$ cat src/hdl/nll_pkg.sv
package nll_pkg;

    localparam int unsigned CHAR_W = 8;

    typedef enum logic [1:0] {
        ST_CONT = 2'd0,
        ST_DONE = 2'd1,
        ST_ERR  = 2'd2,
        ST_IDLE = 2'd3
    } t_status;

    typedef enum logic [1:0] {
        KIND_PLAIN = 2'd0,
        KIND_INT   = 2'd1,
        KIND_FLOAT = 2'd2
    } t_kind;

    typedef enum logic [2:0] {
        ERR_NONE         = 3'd0,
        ERR_UNKNOWN_BASE = 3'd1,
        ERR_TWO_EXP      = 3'd2,
        ERR_POINT        = 3'd3,
        ERR_FLOAT_LONG   = 3'd4,
        ERR_FLOAT_UNS    = 3'd5,
        ERR_START        = 3'd6
    } t_error;

    localparam logic [CHAR_W-1:0] CH_0     = 8'h30;
    localparam logic [CHAR_W-1:0] CH_1     = 8'h31;
    localparam logic [CHAR_W-1:0] CH_7     = 8'h37;
    localparam logic [CHAR_W-1:0] CH_9     = 8'h39;
    localparam logic [CHAR_W-1:0] CH_A_UP  = 8'h41;
    localparam logic [CHAR_W-1:0] CH_F_UP  = 8'h46;
    localparam logic [CHAR_W-1:0] CH_A_LO  = 8'h61;
    localparam logic [CHAR_W-1:0] CH_F_LO  = 8'h66;
    localparam logic [CHAR_W-1:0] CH_B     = 8'h62;
    localparam logic [CHAR_W-1:0] CH_O     = 8'h6F;
    localparam logic [CHAR_W-1:0] CH_X     = 8'h78;
    localparam logic [CHAR_W-1:0] CH_E_LO  = 8'h65;
    localparam logic [CHAR_W-1:0] CH_E_UP  = 8'h45;
    localparam logic [CHAR_W-1:0] CH_POINT = 8'h2E;
    localparam logic [CHAR_W-1:0] CH_L     = 8'h6C;
    localparam logic [CHAR_W-1:0] CH_U     = 8'h75;
    localparam logic [CHAR_W-1:0] CH_MINUS = 8'h2D;

endpackage

$ cat src/hdl/nll_if.sv
interface nll_in_if;
    logic                       valid;
    logic                       ready;
    logic [nll_pkg::CHAR_W-1:0] char_in;
    logic                       end_of_input;

    modport source (output valid, output char_in, output end_of_input, input ready);
    modport sink   (input valid, input char_in, input end_of_input, output ready);
endinterface

interface nll_out_if;
    logic             valid;
    logic             ready;
    logic             consumed;
    nll_pkg::t_status status;
    nll_pkg::t_kind   literal_kind;
    nll_pkg::t_error  error_code;

    modport source (output valid, output consumed, output status, output literal_kind,
                    output error_code, input ready);
    modport sink   (input valid, input consumed, input status, input literal_kind,
                    input error_code, output ready);
endinterface

$ cat src/hdl/numeric_literal_lexer_unit.sv
// Numeric literal lexer: classifies one lookahead character per transaction.
// i_in carries char_in and end_of_input; o_out returns one result per input
// transaction: consumed, status (continuing, finished, error, idle), the
// literal kind on finish and an error code on error.
// Feed the leading digit while idle, then each following character. A
// character that ends the literal comes back with consumed low and must be
// presented again as the start of the next token.
// The scan state updates and the result register loads at the edge where the
// input transaction completes. Throughput is one character per cycle while
// the receiver takes each result, set by the single result register; i_in.ready
// stays high while that register is empty or being drained in the same cycle.
// When the receiver stalls, the result holds and i_in.ready drops until it
// is taken.
// Reset (synchronous, active low) returns the scanner to idle in base 10 with
// all flags clear and empties the result register.
module numeric_literal_lexer_unit (
    input  logic       i_clk,
    input  logic       i_rst_n,
    nll_in_if.sink     i_in,
    nll_out_if.source  o_out
);

    typedef enum logic [1:0] {
        PH_IDLE = 2'd0,
        PH_ZERO = 2'd1,
        PH_BODY = 2'd2
    } t_phase;

    typedef enum logic [1:0] {
        BASE_DEC = 2'd0,
        BASE_BIN = 2'd1,
        BASE_OCT = 2'd2,
        BASE_HEX = 2'd3
    } t_base;

    t_phase r_phase, n_phase;
    t_base  r_base, n_base;
    logic   r_float, n_float;
    logic   r_exp, n_exp;
    logic   r_minus, n_minus;
    logic   r_uns, n_uns;
    logic   r_long, n_long;

    logic             r_out_valid;
    logic             r_cons, n_cons;
    nll_pkg::t_status r_stat, n_stat;
    nll_pkg::t_kind   r_kind, n_kind;
    nll_pkg::t_error  r_err, n_err;

    logic                       in_fire;
    logic [nll_pkg::CHAR_W-1:0] ch;
    logic                       eoi;
    logic                       is_dec;
    logic                       do_body;
    nll_pkg::t_kind             fin_kind;

    assign ch      = i_in.char_in;
    assign eoi     = i_in.end_of_input;
    assign is_dec  = (ch >= nll_pkg::CH_0) && (ch <= nll_pkg::CH_9);
    assign i_in.ready = !r_out_valid || o_out.ready;
    assign in_fire = i_in.valid && i_in.ready;

    always_comb begin
        if (r_float) begin
            fin_kind = nll_pkg::KIND_FLOAT;
        end else if (r_uns || r_long || (r_base != BASE_DEC)) begin
            fin_kind = nll_pkg::KIND_INT;
        end else begin
            fin_kind = nll_pkg::KIND_PLAIN;
        end
    end

    always_comb begin
        n_phase = r_phase;
        n_base  = r_base;
        n_float = r_float;
        n_exp   = r_exp;
        n_minus = r_minus;
        n_uns   = r_uns;
        n_long  = r_long;
        n_cons  = 1'b0;
        n_stat  = nll_pkg::ST_IDLE;
        n_kind  = nll_pkg::KIND_PLAIN;
        n_err   = nll_pkg::ERR_NONE;
        do_body = 1'b0;

        unique case (r_phase)
            PH_ZERO: begin
                if (eoi) begin
                    n_phase = PH_IDLE;
                    n_stat  = nll_pkg::ST_DONE;
                    n_kind  = fin_kind;
                end else if (is_dec || ch == nll_pkg::CH_E_LO || ch == nll_pkg::CH_E_UP
                             || ch == nll_pkg::CH_POINT) begin
                    do_body = 1'b1;
                end else if (ch == nll_pkg::CH_B || ch == nll_pkg::CH_O
                             || ch == nll_pkg::CH_X) begin
                    n_base  = (ch == nll_pkg::CH_B) ? BASE_BIN :
                              (ch == nll_pkg::CH_O) ? BASE_OCT : BASE_HEX;
                    n_phase = PH_BODY;
                    n_cons  = 1'b1;
                    n_stat  = nll_pkg::ST_CONT;
                end else begin
                    n_phase = PH_IDLE;
                    n_cons  = 1'b1;
                    n_stat  = nll_pkg::ST_ERR;
                    n_err   = nll_pkg::ERR_UNKNOWN_BASE;
                end
            end
            PH_BODY: begin
                if (eoi) begin
                    n_phase = PH_IDLE;
                    n_stat  = nll_pkg::ST_DONE;
                    n_kind  = fin_kind;
                end else begin
                    do_body = 1'b1;
                end
            end
            default: begin
                // unused phase code behaves as idle
                n_phase = PH_IDLE;
                if (eoi) begin
                    n_stat = nll_pkg::ST_IDLE;
                end else if (!is_dec) begin
                    n_stat = nll_pkg::ST_ERR;
                    n_err  = nll_pkg::ERR_START;
                end else begin
                    n_base  = BASE_DEC;
                    n_float = 1'b0;
                    n_exp   = 1'b0;
                    n_minus = 1'b0;
                    n_uns   = 1'b0;
                    n_long  = 1'b0;
                    n_phase = (ch == nll_pkg::CH_0) ? PH_ZERO : PH_BODY;
                    n_cons  = 1'b1;
                    n_stat  = nll_pkg::ST_CONT;
                end
            end
        endcase

        if (do_body) begin
            // default to finish; taking and failing override below
            n_phase = PH_IDLE;
            n_stat  = nll_pkg::ST_DONE;
            n_kind  = fin_kind;
            if (r_uns && r_long) begin
                // both suffixes present: any character ends the literal
            end else if (r_uns) begin
                if (ch == nll_pkg::CH_L) begin
                    n_long = 1'b1;
                    n_cons = 1'b1;
                end
            end else if (r_long) begin
                if (ch == nll_pkg::CH_U) begin
                    n_uns  = 1'b1;
                    n_cons = 1'b1;
                end
            end else begin
                unique case (r_base)
                    BASE_BIN: begin
                        n_cons = (ch == nll_pkg::CH_0) || (ch == nll_pkg::CH_1);
                    end
                    BASE_OCT: begin
                        n_cons = (ch >= nll_pkg::CH_0) && (ch <= nll_pkg::CH_7);
                    end
                    BASE_HEX: begin
                        n_cons = is_dec
                            || ((ch >= nll_pkg::CH_A_LO) && (ch <= nll_pkg::CH_F_LO))
                            || ((ch >= nll_pkg::CH_A_UP) && (ch <= nll_pkg::CH_F_UP));
                    end
                    default: begin
                        if (is_dec) begin
                            n_minus = 1'b0;
                            n_cons  = 1'b1;
                        end else begin
                            case (ch) inside
                                nll_pkg::CH_E_LO, nll_pkg::CH_E_UP: begin
                                    if (r_exp) begin
                                        n_err = nll_pkg::ERR_TWO_EXP;
                                    end else begin
                                        n_exp   = 1'b1;
                                        n_float = 1'b1;
                                        n_minus = 1'b1;
                                        n_cons  = 1'b1;
                                    end
                                end
                                nll_pkg::CH_POINT: begin
                                    if (r_float) begin
                                        n_err = nll_pkg::ERR_POINT;
                                    end else begin
                                        n_float = 1'b1;
                                        n_minus = 1'b0;
                                        n_cons  = 1'b1;
                                    end
                                end
                                nll_pkg::CH_L: begin
                                    if (r_float) begin
                                        n_err = nll_pkg::ERR_FLOAT_LONG;
                                    end else begin
                                        n_long  = 1'b1;
                                        n_minus = 1'b0;
                                        n_cons  = 1'b1;
                                    end
                                end
                                nll_pkg::CH_U: begin
                                    if (r_float) begin
                                        n_err = nll_pkg::ERR_FLOAT_UNS;
                                    end else begin
                                        n_uns   = 1'b1;
                                        n_minus = 1'b0;
                                        n_cons  = 1'b1;
                                    end
                                end
                                nll_pkg::CH_MINUS: begin
                                    if (r_minus) begin
                                        n_minus = 1'b0;
                                        n_cons  = 1'b1;
                                    end
                                end
                                default: begin
                                end
                            endcase
                        end
                    end
                endcase
            end

            if (n_err != nll_pkg::ERR_NONE) begin
                n_cons = 1'b1;
                n_stat = nll_pkg::ST_ERR;
                n_kind = nll_pkg::KIND_PLAIN;
            end else if (n_cons) begin
                n_phase = PH_BODY;
                n_stat  = nll_pkg::ST_CONT;
                n_kind  = nll_pkg::KIND_PLAIN;
            end
        end
    end

    always_ff @(posedge i_clk) begin
        if (!i_rst_n) begin
            r_phase     <= PH_IDLE;
            r_base      <= BASE_DEC;
            r_float     <= 1'b0;
            r_exp       <= 1'b0;
            r_minus     <= 1'b0;
            r_uns       <= 1'b0;
            r_long      <= 1'b0;
            r_out_valid <= 1'b0;
        end else begin
            if (in_fire) begin
                r_phase     <= n_phase;
                r_base      <= n_base;
                r_float     <= n_float;
                r_exp       <= n_exp;
                r_minus     <= n_minus;
                r_uns       <= n_uns;
                r_long      <= n_long;
                r_out_valid <= 1'b1;
                r_cons      <= n_cons;
                r_stat      <= n_stat;
                r_kind      <= n_kind;
                r_err       <= n_err;
            end else if (o_out.ready) begin
                r_out_valid <= 1'b0;
            end
        end
    end

    assign o_out.valid        = r_out_valid;
    assign o_out.consumed     = r_cons;
    assign o_out.status       = r_stat;
    assign o_out.literal_kind = r_kind;
    assign o_out.error_code   = r_err;

    a_done_not_taken: assert property (@(posedge i_clk) disable iff (!i_rst_n)
        (r_out_valid && r_stat == nll_pkg::ST_DONE) |-> !r_cons)
        else $error("finished literal reports its ending character as consumed");

    a_error_code_matches: assert property (@(posedge i_clk) disable iff (!i_rst_n)
        r_out_valid |-> ((r_err != nll_pkg::ERR_NONE) == (r_stat == nll_pkg::ST_ERR)))
        else $error("error code disagrees with status");

    a_end_returns_idle: assert property (@(posedge i_clk) disable iff (!i_rst_n)
        (in_fire && n_stat != nll_pkg::ST_CONT) |=> (r_phase == PH_IDLE))
        else $error("scanner not idle after literal end or error");

    a_result_loaded: assert property (@(posedge i_clk) disable iff (!i_rst_n)
        in_fire |=> r_out_valid)
        else $error("accepted transaction produced no result");

endmodule
$ cat src/flat_wrapper.sv
// flat-port wrapper written by rule: the top's interface ports become plain ports
module numeric_literal_lexer_unit_flat 
  (i_clk, i_rst_n, i_in_valid, i_in_char_in, i_in_end_of_input, i_in_ready, o_out_valid, o_out_consumed, o_out_status, o_out_literal_kind, o_out_error_code, o_out_ready);
  nll_in_if i_in_i ();
  nll_out_if o_out_i ();
  input  logic i_clk;
  input  logic i_rst_n;
  input wire logic [$bits(i_in_i.valid)-1:0] i_in_valid;
  input wire logic [$bits(i_in_i.char_in)-1:0] i_in_char_in;
  input wire logic [$bits(i_in_i.end_of_input)-1:0] i_in_end_of_input;
  output wire logic [$bits(i_in_i.ready)-1:0] i_in_ready;
  output wire logic [$bits(o_out_i.valid)-1:0] o_out_valid;
  output wire logic [$bits(o_out_i.consumed)-1:0] o_out_consumed;
  output wire logic [$bits(o_out_i.status)-1:0] o_out_status;
  output wire logic [$bits(o_out_i.literal_kind)-1:0] o_out_literal_kind;
  output wire logic [$bits(o_out_i.error_code)-1:0] o_out_error_code;
  input wire logic [$bits(o_out_i.ready)-1:0] o_out_ready;
  assign i_in_i.valid = i_in_valid;
  assign i_in_i.char_in = i_in_char_in;
  assign i_in_i.end_of_input = i_in_end_of_input;
  assign i_in_ready = i_in_i.ready;
  assign o_out_valid = o_out_i.valid;
  assign o_out_consumed = o_out_i.consumed;
  assign o_out_status = o_out_i.status;
  assign o_out_literal_kind = o_out_i.literal_kind;
  assign o_out_error_code = o_out_i.error_code;
  assign o_out_i.ready = o_out_ready;
  numeric_literal_lexer_unit u_core (.i_clk(i_clk), .i_rst_n(i_rst_n), .i_in(i_in_i), .o_out(o_out_i));
endmodule
$ cat config.mk
export PLATFORM = sky130hd
export DESIGN_NAME = numeric_literal_lexer_unit_flat
export DESIGN_NICKNAME = d
export VERILOG_FILES = /design/src/hdl/nll_pkg.sv /design/src/hdl/nll_if.sv /design/src/hdl/numeric_literal_lexer_unit.sv /design/src/flat_wrapper.sv
export SDC_FILE = /design/constraint.sdc
export NUM_CORES = 1
export LEC_CHECK = 0
export BUFFER_PORTS_ARGS = -buffer_cell sky130_fd_sc_hd__buf_2
export CORE_ASPECT_RATIO = 1.1
export CORE_MARGIN = 10
export CORE_UTILIZATION = 44
export DETAILED_ROUTE_END_ITERATION = 16
export GPL_TIMING_DRIVEN = 0
export PLACE_DENSITY_LB_ADDON = 0.12
export SLEW_MARGIN = 10
export SYNTH_ARGS = -nofsm -noshare
export SYNTH_HDL_FRONTEND = slang
export SYNTH_SLANG_ARGS = --single-unit
$ cat constraint.sdc
create_clock -name i_clk -period 5.65 [get_ports i_clk]
set_input_delay 0.2825 -clock i_clk [delete_from_list [all_inputs] [get_ports i_clk]]
set_output_delay 0.2825 -clock i_clk [all_outputs]
set_load 0.005 [all_outputs]
==> parameters.txt <==
Parameter                              Value

GRT
  Via count of the first global-routing pass ... 1483
  Initial antenna violation count ... 0
  Remaining global-route overflow ... 0
  GR Util All Layers ... 0.1264
  First-pass GRT wire length ... 6.748 mm
  Pin count of the biggest net entering global routing ... 11

Yosys
  Synthesized Nets ... a little under 200
  Number of flops mapped to enable cells by yosys ... 8
  Leading register cell type out of synthesis ... dfxtp_1
  Average instance area after synthesis ... 8.565 sq um
  Seq cells post-synth ... 18
  Post-synth cell types ... between 60 and 70
  Share of synthesized flip-flops with an asynchronous set or reset ... 0
  Warnings from Yosys ... 0
  Post-synthesis instance area ... 1550 sq um
  Sequential fraction of the synthesis area ... 0.2841
  Synthesized instance count ... 181

Timing
  Maximum achievable frequency ... 448.7 MHz
  Slew HR ... 0.5053
  Transition time at the pin with the least slew margin ... 0.7353 ns
  Number of hold-slack violations in the final timing report ... 0
  Worst hold slack after final layout ... 0.2628 ns
  Final critical-path setup slack ... 3.421 ns
  Worst Skew ... 0.009863 ns
  Final Slew Violations ... 0
  Setup repair after global routing missed its margin ... false
  Final Setup Violations ... 0
  Final total negative setup slack ... 0 ns
  Period minus WS final ... 2.229 ns
  Period Utilization, post-route ... 0.3945

Clock tree
  Count of buffers added by post-CTS timing repair for setup ... 0
  Worst skew pair latency ... 0.30 ns
  Post-cts gate resize count ... 0
  Clock root buffer ... clkbuf_4
  Clock transition time at the flip-flop clock pins of the worst setup and hold paths ... roughly 0.1 ns
  Maximum count of clock buffers along a single path ... 2
  Clock tree from TritonCTS ... yes
  Level count of the clock H-tree ... 1
  Hold bufs inserted after CTS ... 0
  Total number of clock tree sinks ... 18
  TritonCTS buffer count ... 3

Power
  Max VDD drop ... 0.05354 mV
  Reported net switching power ... between 0.06 and 0.07 mW
  P_int ... about 0.19 mW
  Post-layout total power ... ~0.25 mW
  Power density relative to cell area ... 146.7 nW/um^2
  Share of total power in combinational logic ... 0.184
  Switching part of the total ... 0.2650
  Sequential share of power ... 0.552
  Static leakage power ... 0.6586 nW
  Share of total power in the clock network ... 0.264

Layout
  Fin util ... 0.5156
  Area growth from synthesis to layout ... 11.70%
  Number of antenna cells inserted ... 0
  Final cell count without fillers ... 252
  Fin nets ... between 200 and 250
  Non-Filler Cell Area, Final ... between 1500 and 2000 sq um
  Share of layout cells above drive strength 1 ... 0.2402

Setup path
  Data required time at the worst endpoint ... 5.69 ns
  Cell Chain, Critical Path ... nor4_4 > o21ai_0 > a211oi_2 > a31oi_1 > o211ai_2 > nand2b_4 > a211oi_2
  Cell class contributing the biggest share of worst-path delay ... compound AO/OA/AOI/OAI gates
  Critical Path AT ... 2.27 ns
  Crit-path max cell delay ... 0.40 ns
  Worst reg2reg path depth ... 7
  Register-to-register path setup slack ... 3.42 ns
  Cell with the largest stage delay on the worst path ... nor4_4
  Category of the most critical setup path ... flop to flop
  Type of element capturing the critical path ... flop
  Crit-path max FO ... 6
  R2r startpoint ... u_core.r_base[0]$_SDFFE_PN0P_
  Critical Path Source Type ... flop
  FF-to-FF End ... u_core.o_out.literal_kind[0]$_DFFE_PP_
  Most Frequent Cell on Critical Path ... a211oi_2
  Buffer and inverter count on the worst path ... 0

Routing
  Initial DRC count ... 96
  Post-route DRC violation count ... 0
  Routed Antenna Nets ... 0
  Wirelength per Cell ... between 15 and 20 um
  Pre-Repair DR Iteration Count ... 4
  Detailed Route WL ... 3.836 mm
  Total number of vias ... 1495
  Number of vias per cell after detailed routing ... 5.933

Floorplanning
  I/O pin total ... 23
  Core Footprint ... 3358 sq um
  Die H ... 82.26 um
  Starting Density ... 0.4616
  Die Outline Area ... about 6300 sq um
  Cell Rows ... 22
  X dimension of the die ... 76.60 um

Flow run
  Max cap viols ... 0

Worst hold path
  Worst Hold Class ... input pin to flop
  Hold Crit Start ... i_in_valid
  End point of the most critical hold path ... u_core.o_out.valid$_SDFFE_PN0P_
  Hold-critical path depth ... 3

Placement
  Post-detailed-placement cell area ... 1705 sq um
  Worst setup timing slack at the placement stage ... 3.259 ns
  Placed instance count ... 248
  Port Buffers ... 19
  Placed wire-length estimate after detailed placement ... 3.120 mm
  Routability-driven placement congestion ratio ... 0.8655

Run status
  Run status ... complete, no violations
[power groups by stage]
stage | Sequential, mW | Combinational [mW] | Clock [mW]
after floorplan | 0.144 | 0.0305 | 0
after global placement | 0.143 | 0.0455 | 0
after detailed placement | 0.143 | 0.0466 | 0
after CTS | 0.140 | 0.0468 | 0.0692
after global routing | 0.141 | 0.0524 | 0.0754
final | 0.140 | 0.0468 | 0.0670
[layer usage]
layer / GRT usage / vias up / wire length [um]
met5: 0 / - / 0
met4: 0.06320 / 0 / 84
met3: 0.01728 / 7 / 146
met2: 0.2389 / 39 / 1888
met1: 0.1385 / 713 / 1717
li1: - / 736 / -
[area by class of cell]
class	instances	area [sq um]
buffer	11	78.83
clock buffer	4	26.28
fill	352	1627
inverter	4	15.01
multi-input combinational	148	1016
sequential	18	440.4
tap	48	60.06
timing repair buffer	19	95.09
[state kept, by name, summed over array words and instances, names as in the netlist, 2 cells and up]
| name | count |
|---|---|
| u_core.r_phase | 2 |
| u_core.r_base | 2 |
| u_core.o_out.status | 2 |
| u_core.o_out.literal_kind | 2 |
| u_core.o_out.error_code | 3 |
[cells in the mapped netlist (3+ instances only)]
| library cell | instances | area [sq um] |
|---|---|---|
| and2_2 | 3 | 22.52 |
| nand2b_1 | 7 | 43.79 |
| edfxtp_1 | 8 | 240.2 |
| nor3_1 | 5 | 25.02 |
| o21ai_0 | 12 | 60.06 |
| o31ai_1 | 3 | 22.52 |
| nand2_1 | 14 | 52.55 |
| buf_6 | 3 | 33.78 |
| nor2_1 | 9 | 33.78 |
| nand4bb_1 | 3 | 33.78 |
| nor2b_1 | 10 | 62.56 |
| o21bai_1 | 3 | 22.52 |
| nor4_1 | 7 | 43.79 |
| a21oi_1 | 9 | 45.04 |
| dfxtp_1 | 10 | 200.2 |
| inv_1 | 4 | 15.01 |
[worst reg2reg max path, delay by kind of cell (launching register included)]
family | cells | cell delay (ns)
and+or+nand+nor | 2 | 0.59
AOI/OAI and AO/OA | 5 | 1.00
DFF | 1 | 0.39
[worst max-delay path by stage]
| stage | cells after the start | endpoint | start |
|---|---|---|---|
| 3_3_place_gp | 10 | u_core.o_out.literal_kind[0]$_DFFE_PP_ | i_in_char_in[0] |
| 6_report | 7 | u_core.o_out.literal_kind[0]$_DFFE_PP_ | u_core.r_base[0]$_SDFFE_PN0P_ |
| 2_1_floorplan | 9 | u_core.o_out.literal_kind[0]$_DFFE_PP_ | i_in_char_in[3] |
| 3_5_place_dp | 10 | u_core.o_out.literal_kind[0]$_DFFE_PP_ | i_in_char_in[0] |
| 4_1_cts | 7 | u_core.o_out.literal_kind[0]$_DFFE_PP_ | u_core.r_base[0]$_SDFFE_PN0P_ |
| 5_1_grt | 7 | u_core.o_out.literal_kind[0]$_DFFE_PP_ | u_core.r_base[0]$_SDFFE_PN0P_ |
[logic make-up after synthesis]
logic type | synth area share
compound gates | 0.2801
xor+xnor | 0.005651
fa+ha+maj | 0.01614
buf+inv | 0.06053
flops | 0.2841
mux | 0.01291
simple gates | 0.3406
[cells in the final DEF, fill, tap and decap left out, types with 3 or more instances in the layout]
master      n
o21bai_1    3
inv_1       4
a21oi_1     9
nor4_1      7
clkbuf_4    4
and2_2      3
nor3_1      5
nand4bb_1   3
nand2_1    14
edfxtp_1    8
nor2b_1    10
nor2_1      9
o31ai_1     3
buf_6       3
clkbuf_1    3
buf_2      21
o21ai_0    12
nand2b_1    7
dfxtp_1    10
Power figures use the tool's default switching activity.
